--- config.mk ---
export PLATFORM = sky130hd
export DESIGN_NAME = tbci_div
export DESIGN_NICKNAME = d
export VERILOG_FILES = /design/src/rtl/core/tbci_div.sv
export SDC_FILE = /design/constraint.sdc
export NUM_CORES = 2
export LEC_CHECK = 0
export BUFFER_PORTS_ARGS = -buffer_cell sky130_fd_sc_hd__buf_2
export CAP_MARGIN = 40
export CORE_ASPECT_RATIO = 1.5
export CORE_MARGIN = 2
export CORE_UTILIZATION = 55
export CTS_CLUSTER_SIZE = 20
export DETAILED_ROUTE_END_ITERATION = 16
export PLACE_DENSITY = 0.74
export SETUP_SLACK_MARGIN = 0.15
export SKIP_LAST_GASP = 1
export SYNTH_ARGS = -nofsm -noshare
export SYNTH_HDL_FRONTEND = slang
export SYNTH_SLANG_ARGS = --single-unit
--- constraint.sdc ---
create_clock -name clk -period 3.6 [get_ports clk]
set_clock_uncertainty 0.1 [all_clocks]
set_input_delay 0.36 -clock clk [delete_from_list [all_inputs] [get_ports clk]]
set_output_delay 0.36 -clock clk [all_outputs]
set_load 0.01 [all_outputs]
--- src/rtl/core/tbci_div.sv ---
// ----------------------------------------------------------------------------
// tbci_div
// Pipelined restoring divider, one quotient bit per stage. The caller
// guarantees the quotient fits in QW bits.
// ----------------------------------------------------------------------------
module tbci_div #(
    parameter int QW = 38,
    parameter int DW = 25
) (
    input  logic             clk,
    input  logic             en,
    input  logic [QW+DW-1:0] num,
    input  logic [DW-1:0]    den,
    output logic [QW-1:0]    quo,
    output logic [DW-1:0]    rem
);

    localparam int NW = QW + DW;

    logic [DW-1:0] rem_reg  [1:QW];
    logic [QW-1:0] lq_reg   [1:QW];
    logic [DW-1:0] den_reg  [1:QW];
    logic [DW-1:0] rem_next [1:QW];
    logic [QW-1:0] lq_next  [1:QW];
    logic [DW-1:0] den_next [1:QW];

    always_comb
    begin
        logic [DW-1:0] r;
        logic [QW-1:0] l;
        logic [DW-1:0] d;
        logic [DW:0]   trial;
        logic [DW:0]   diff;
        for (int k = 1; k <= QW; k++)
        begin
            if (k == 1)
            begin
                r = num[NW-1:QW];
                l = num[QW-1:0];
                d = den;
            end
            else
            begin
                r = rem_reg[k-1];
                l = lq_reg[k-1];
                d = den_reg[k-1];
            end
            // low dividend bits shift out as quotient bits shift in
            trial = {r, l[QW-1]};
            diff  = trial - {1'b0, d};
            if (trial >= {1'b0, d})
            begin
                rem_next[k] = diff[DW-1:0];
                lq_next[k]  = {l[QW-2:0], 1'b1};
            end
            else
            begin
                rem_next[k] = trial[DW-1:0];
                lq_next[k]  = {l[QW-2:0], 1'b0};
            end
            den_next[k] = d;
        end
    end

    always_ff @(posedge clk)
    begin
        if (en)
        begin
            rem_reg <= rem_next;
            lq_reg  <= lq_next;
            den_reg <= den_next;
        end
    end

    assign quo = lq_reg[QW];
    assign rem = rem_reg[QW];

endmodule

# After elaboration in Yosys (flattened, before gate mapping)
# Cells that the tools add are included.
# totals
reg_bits,3319
latch_bits,0
mem_bits_rw,0
romBits,0
inputBits,90
output_inout_bits,63
n_memories,0
# classes
n_addsub,38
n_mul,0
n_div,0
magnitude_cmp,38
eq_ne,0
shifts,0
n_mux,76
bitwise,0
reduce_logical,0
# op_table
op,n
>= comparator 26 x 25 -> 1 bit,38
2-to-1 mux 25 bit,38
subtractor 25 bit,38
2-to-1 mux 1 bit,38

# Depth between registers and ports, before layout
# logic_depth
ltp_word,2
depth_mapped,16

# Least setup slack after synthesis
# No wires, ideal clock.
# synth_path
kind,flip-flop to flip-flop
start,reg lq_reg[227] (netlist bit)
end,"reg rem_reg[101] (netlist bit), data pin"
setup_time_ns,0.262
arrival_ns,3.488
setup_slack_ns,-0.250
path_stages_with_launch,15
path_buffers,1
synth_period_minus_slack_ns,3.850
path_cell_list,edfxtp_1 > inv_1 > ha_1 > inv_1 > fa_1 > a21oi_1 > o21ai_1 > a2111oi_1 > o41ai_1 > a21oi_2 > o21ai_2 > and4b_1 > a2111oi_2 > buf_4 > mux2_1
# synth_rtl
item,line_no,rtl
"start, declared",21,logic [QW-1:0] lq_reg [1:QW];
"start signal, assigned",70,lq_reg <= lq_next;
"end signal, assigned",69,rem_reg <= rem_next;
"end, declared",20,logic [DW-1:0] rem_reg [1:QW];

==> run_results.csv <==
group,metric,value,unit
run_status,status,"complete, but fails checks",
run_status,violations,"setup timing",
cells_and_area,largest_reg_flops,1406,
clock_network,clk_path_buf_depth,4,
pwr,power,177,mW
global_route,overflow,0,
sta,fmax,270,MHz
hold_path,worstHoldStart,"num[12]",
yosys,async_flop_share,0,%
sta,whs,0.0761,ns
sta,setup_viol,175,
clock_network,cts_sinks,3319,
yosys,synthCells,12300,
pwr,pwr_density_cell,927,nW/µm²
cells_and_area,final_net_count,14700,
yosys,netlist.area_leader.share,62.5,%
cells_and_area,drive_gt1_share,20.3,%
yosys,synth_area_leaders,"edfxtp_1, ha_1, a21oi_1, inv_1, xnor2_1",
worst_setup_path,r2r_slack,-0.11,ns
drt,vias,102000,
die,rows,242,
sta,hold_violations,0,
worst_setup_path,timing.rr.start,"lq_reg[835]",
cells_and_area,area_growth_syn_to_layout,19.5,%
hold_path,min_to,"lq_reg[1419]",
hold_path,hold_path_class,"in2reg",
worst_setup_path,crit_path_max_fanout,6,
global_route,grt_pass1_wl,578000,µm
yosys,yosys_most_used_dff,"edfxtp_1",
drt,antenna_left,0,
pwr,switchingPower,62.7,mW
cells_and_area,finish.utilization,66.0,%
yosys,synthDistinctLibCells,93,
cells_and_area,fillers,20300,
yosys,ys_ff_latch,3319,
place,hpwlAfterDp,272000,µm
worst_setup_path,reg2reg_depth,14,
drt,drtIter0Drc,7232,
sta,min_period,3.71,ns
die,start_util,55.2,%
global_route,track_usage,25.1,%
worst_setup_path,r2r_end,"rem_reg[503]",
pwr,combPwrFrac,46.6,%
clock_network,clockRootBuffer,"clkbuf_16",
global_route,antenna_found_initial,3,
clock_network,cts_buffers,318,
cells_and_area,multiInputGateArea,58500,µm²
sta,fin_ws,-0.109,ns
pwr,power.internal,114,mW
pwr,ir_drop,511,µV
sta,post-route-period-util,103,%
worst_setup_path,crit_type,"reg2reg",
sta,worst_pin_slew,0.892,ns
drt,drc_errors,0,
worst_setup_path,cp-start-kind,"flop",
yosys,synth_top_cell_by_area,"edfxtp_1",
sta,maxSlewViolCount,0,
pwr,sw_frac_of_total,35.5,%
yosys,synth_nets,13300,
die,core_area,289000,µm²
hold_path,worst_hold_path.num_cells,2,
clock_network,clkTransAtPathRegs,0.07,ns
drt,routedWlPerCell,22.0,µm
worst_setup_path,crit_path_end_kind,"flop",
die,dieArea,295000,µm²
global_route,first_global_vias,104000,
sta,rsz0062_at_grt,"true",
pwr,seqPwrFrac,34.3,%
clock_network,cts_tree,"yes",
cells_and_area,stdcell_count,17600,
sta,maxSlewHeadroom,40.5,%
clock_network,h-tree-depth,5,
place,dpl.cell_count,16500,
yosys,syn_avg_cell_area,13.0,µm²
die,die_h,664,µm
yosys,ys_warn_count,0,
die,dieWidth,444,µm
pwr,clkPwrFrac,19.1,%
yosys,syn_area,160000,µm²
yosys,synth_edf_count,3319,
drt,totalWireLength,388000,µm
drt,viasPerCell,5.79,
worst_setup_path,required,4.14,ns
cells_and_area,regArea,99700,µm²
global_route,grt_max_degree,72,
die,ioPinCount,153,
yosys,seq_area_frac_synth,62.5,%
clock_network,worst_skew_pair.late_latency,0.90,ns
drt,drt_first_pass_iters,6,
place,port_buffers,152,
worst_setup_path,crit_arrival,4.25,ns
place,gp_congestion,0.930,
run,cap_violations,0,
pwr,p_leak,76.7,nW
through the flow:
step                      setup slack (ns)  TNS (ns)  cell area [µm²]
after floorplan                    0.00429         0           160000
after global placement              -0.280    -22.46           170000
after detailed placement            -0.256    -33.72           170000
after CTS                          -0.0946     -4.46           186000
after global routing                -0.231    -38.03           191000
final                               -0.109     -7.80           191000
power groups by stage:
stage / Combinational (mW) / Clock (mW) / Sequential, mW
2_1_floorplan: 48.2 / 0 / 57.5
3_3_place_gp: 64.2 / 0 / 61.0
3_5_place_dp: 65.8 / 0 / 61.0
4_1_cts: 72.7 / 34.6 / 60.4
5_1_grt: 89.1 / 36.0 / 61.1
6_report: 82.4 / 33.8 / 60.6
layout make-up:
type                    count  share of cell area, %
clock inverters           193                   1.13
inverters                1208                   2.39
diodes                      2                0.00262
flip-flops and latches   3319                   52.3
repair buffers           1291                   6.73
clock buffers             365                   4.33
multi-input cells        7440                   30.7
well taps                3782                   2.48
timing repair:
action | CTS | global route
gates resized for setup | 498 | 822
hold endpoints to repair | 96 | 0
pin swaps | 172 | 274
hold buffers | 89 | 0
setup buffers | 194 | 134
setup endpoints to repair | 799 | 917
cloned | 35 | 46
critical path, cell delays in order, from the launching register on:
cell	delay, ns
edfxtp_1	0.40
inv_1	0.09
ha_2	0.19
inv_2	0.04
fa_2	0.34
a21o_1	0.18
a21oi_2	0.20
nor2b_2	0.08
o311ai_2	0.29
and4b_1	0.31
o31a_1	0.22
a221oi_2	0.08
a211o_2	0.44
clkbuf_16	0.20
mux2_4	0.30
metal layers:
layer  global-route usage (%)  vias to the layer above  part of all wire, %
met5                        0                        -                    0
met4                     12.9                        0                  5.7
met3                     2.81                     1112                  3.7
met2                     48.0                     2962                   55
met1                     27.0                    49800                   36
li1                         -                    48000                    -
cells in the mapped netlist, types with 134 or more instances:
cell,count
a21o_1,448
xor2_1,322
mux2_2,168
a21oi_1,919
nand2_1,752
ha_1,950
o21ai_0,574
nand4_1,142
mux2_1,154
xnor2_1,475
clkbuf_1,200
o21ai_1,134
edfxtp_1,3319
nor3_1,138
inv_1,1201
nor2_1,604
layout by cell type, fill, tap and decap left out, types with 122 or more instances in the layout:
cell / Yosys / layout
a21o_1: 448 / 447
a21oi_1: 919 / 815
buf_2: 21 / 155
buf_4: 67 / 739
clkbuf_16: 0 / 364
edfxtp_1: 3319 / 3319
ha_1: 950 / 907
inv_1: 1201 / 1145
mux2_4: 72 / 260
nand2_1: 752 / 706
nand3_1: 131 / 130
nand4_1: 142 / 142
nor2_1: 604 / 525
nor3_1: 138 / 131
o21a_1: 122 / 122
o21ai_0: 574 / 459
xnor2_1: 475 / 474
xor2_1: 322 / 322
worst max-delay path by stage:
stage	from	end	slack, ns	cells past startpoint
2_1_floorplan	lq_reg[1291]	rem_reg[817]	0.004	15
3_3_place_gp	lq_reg[569]	rem_reg[347]	-0.28	14
3_5_place_dp	den_next[775]	rem_reg[799]	-0.26	13
4_1_cts	rem_reg[203]	rem_reg[177]	-0.09	12
5_1_grt	lq_reg[1139]	rem_reg[718]	-0.23	15
6_report	lq_reg[835]	rem_reg[503]	-0.11	14
cells by family (layout without fill, tap and decap cells):
family | after synthesis | count (layout) | share of synthesized area (%)
DFF | 3319 | 3319 | 62.5
other | 0 | 2 | 0
buffers and inverters | 1511 | 3057 | 3.77
AOI/OAI and AO/OA | 2922 | 2922 | 11.5
muxes | 421 | 421 | 3.12
xor gates and xnor gates | 797 | 797 | 4.37
adders and majority gates | 988 | 988 | 7.92
and+or+nand+nor | 2311 | 2312 | 6.84
Power figures use the tool's default switching activity.
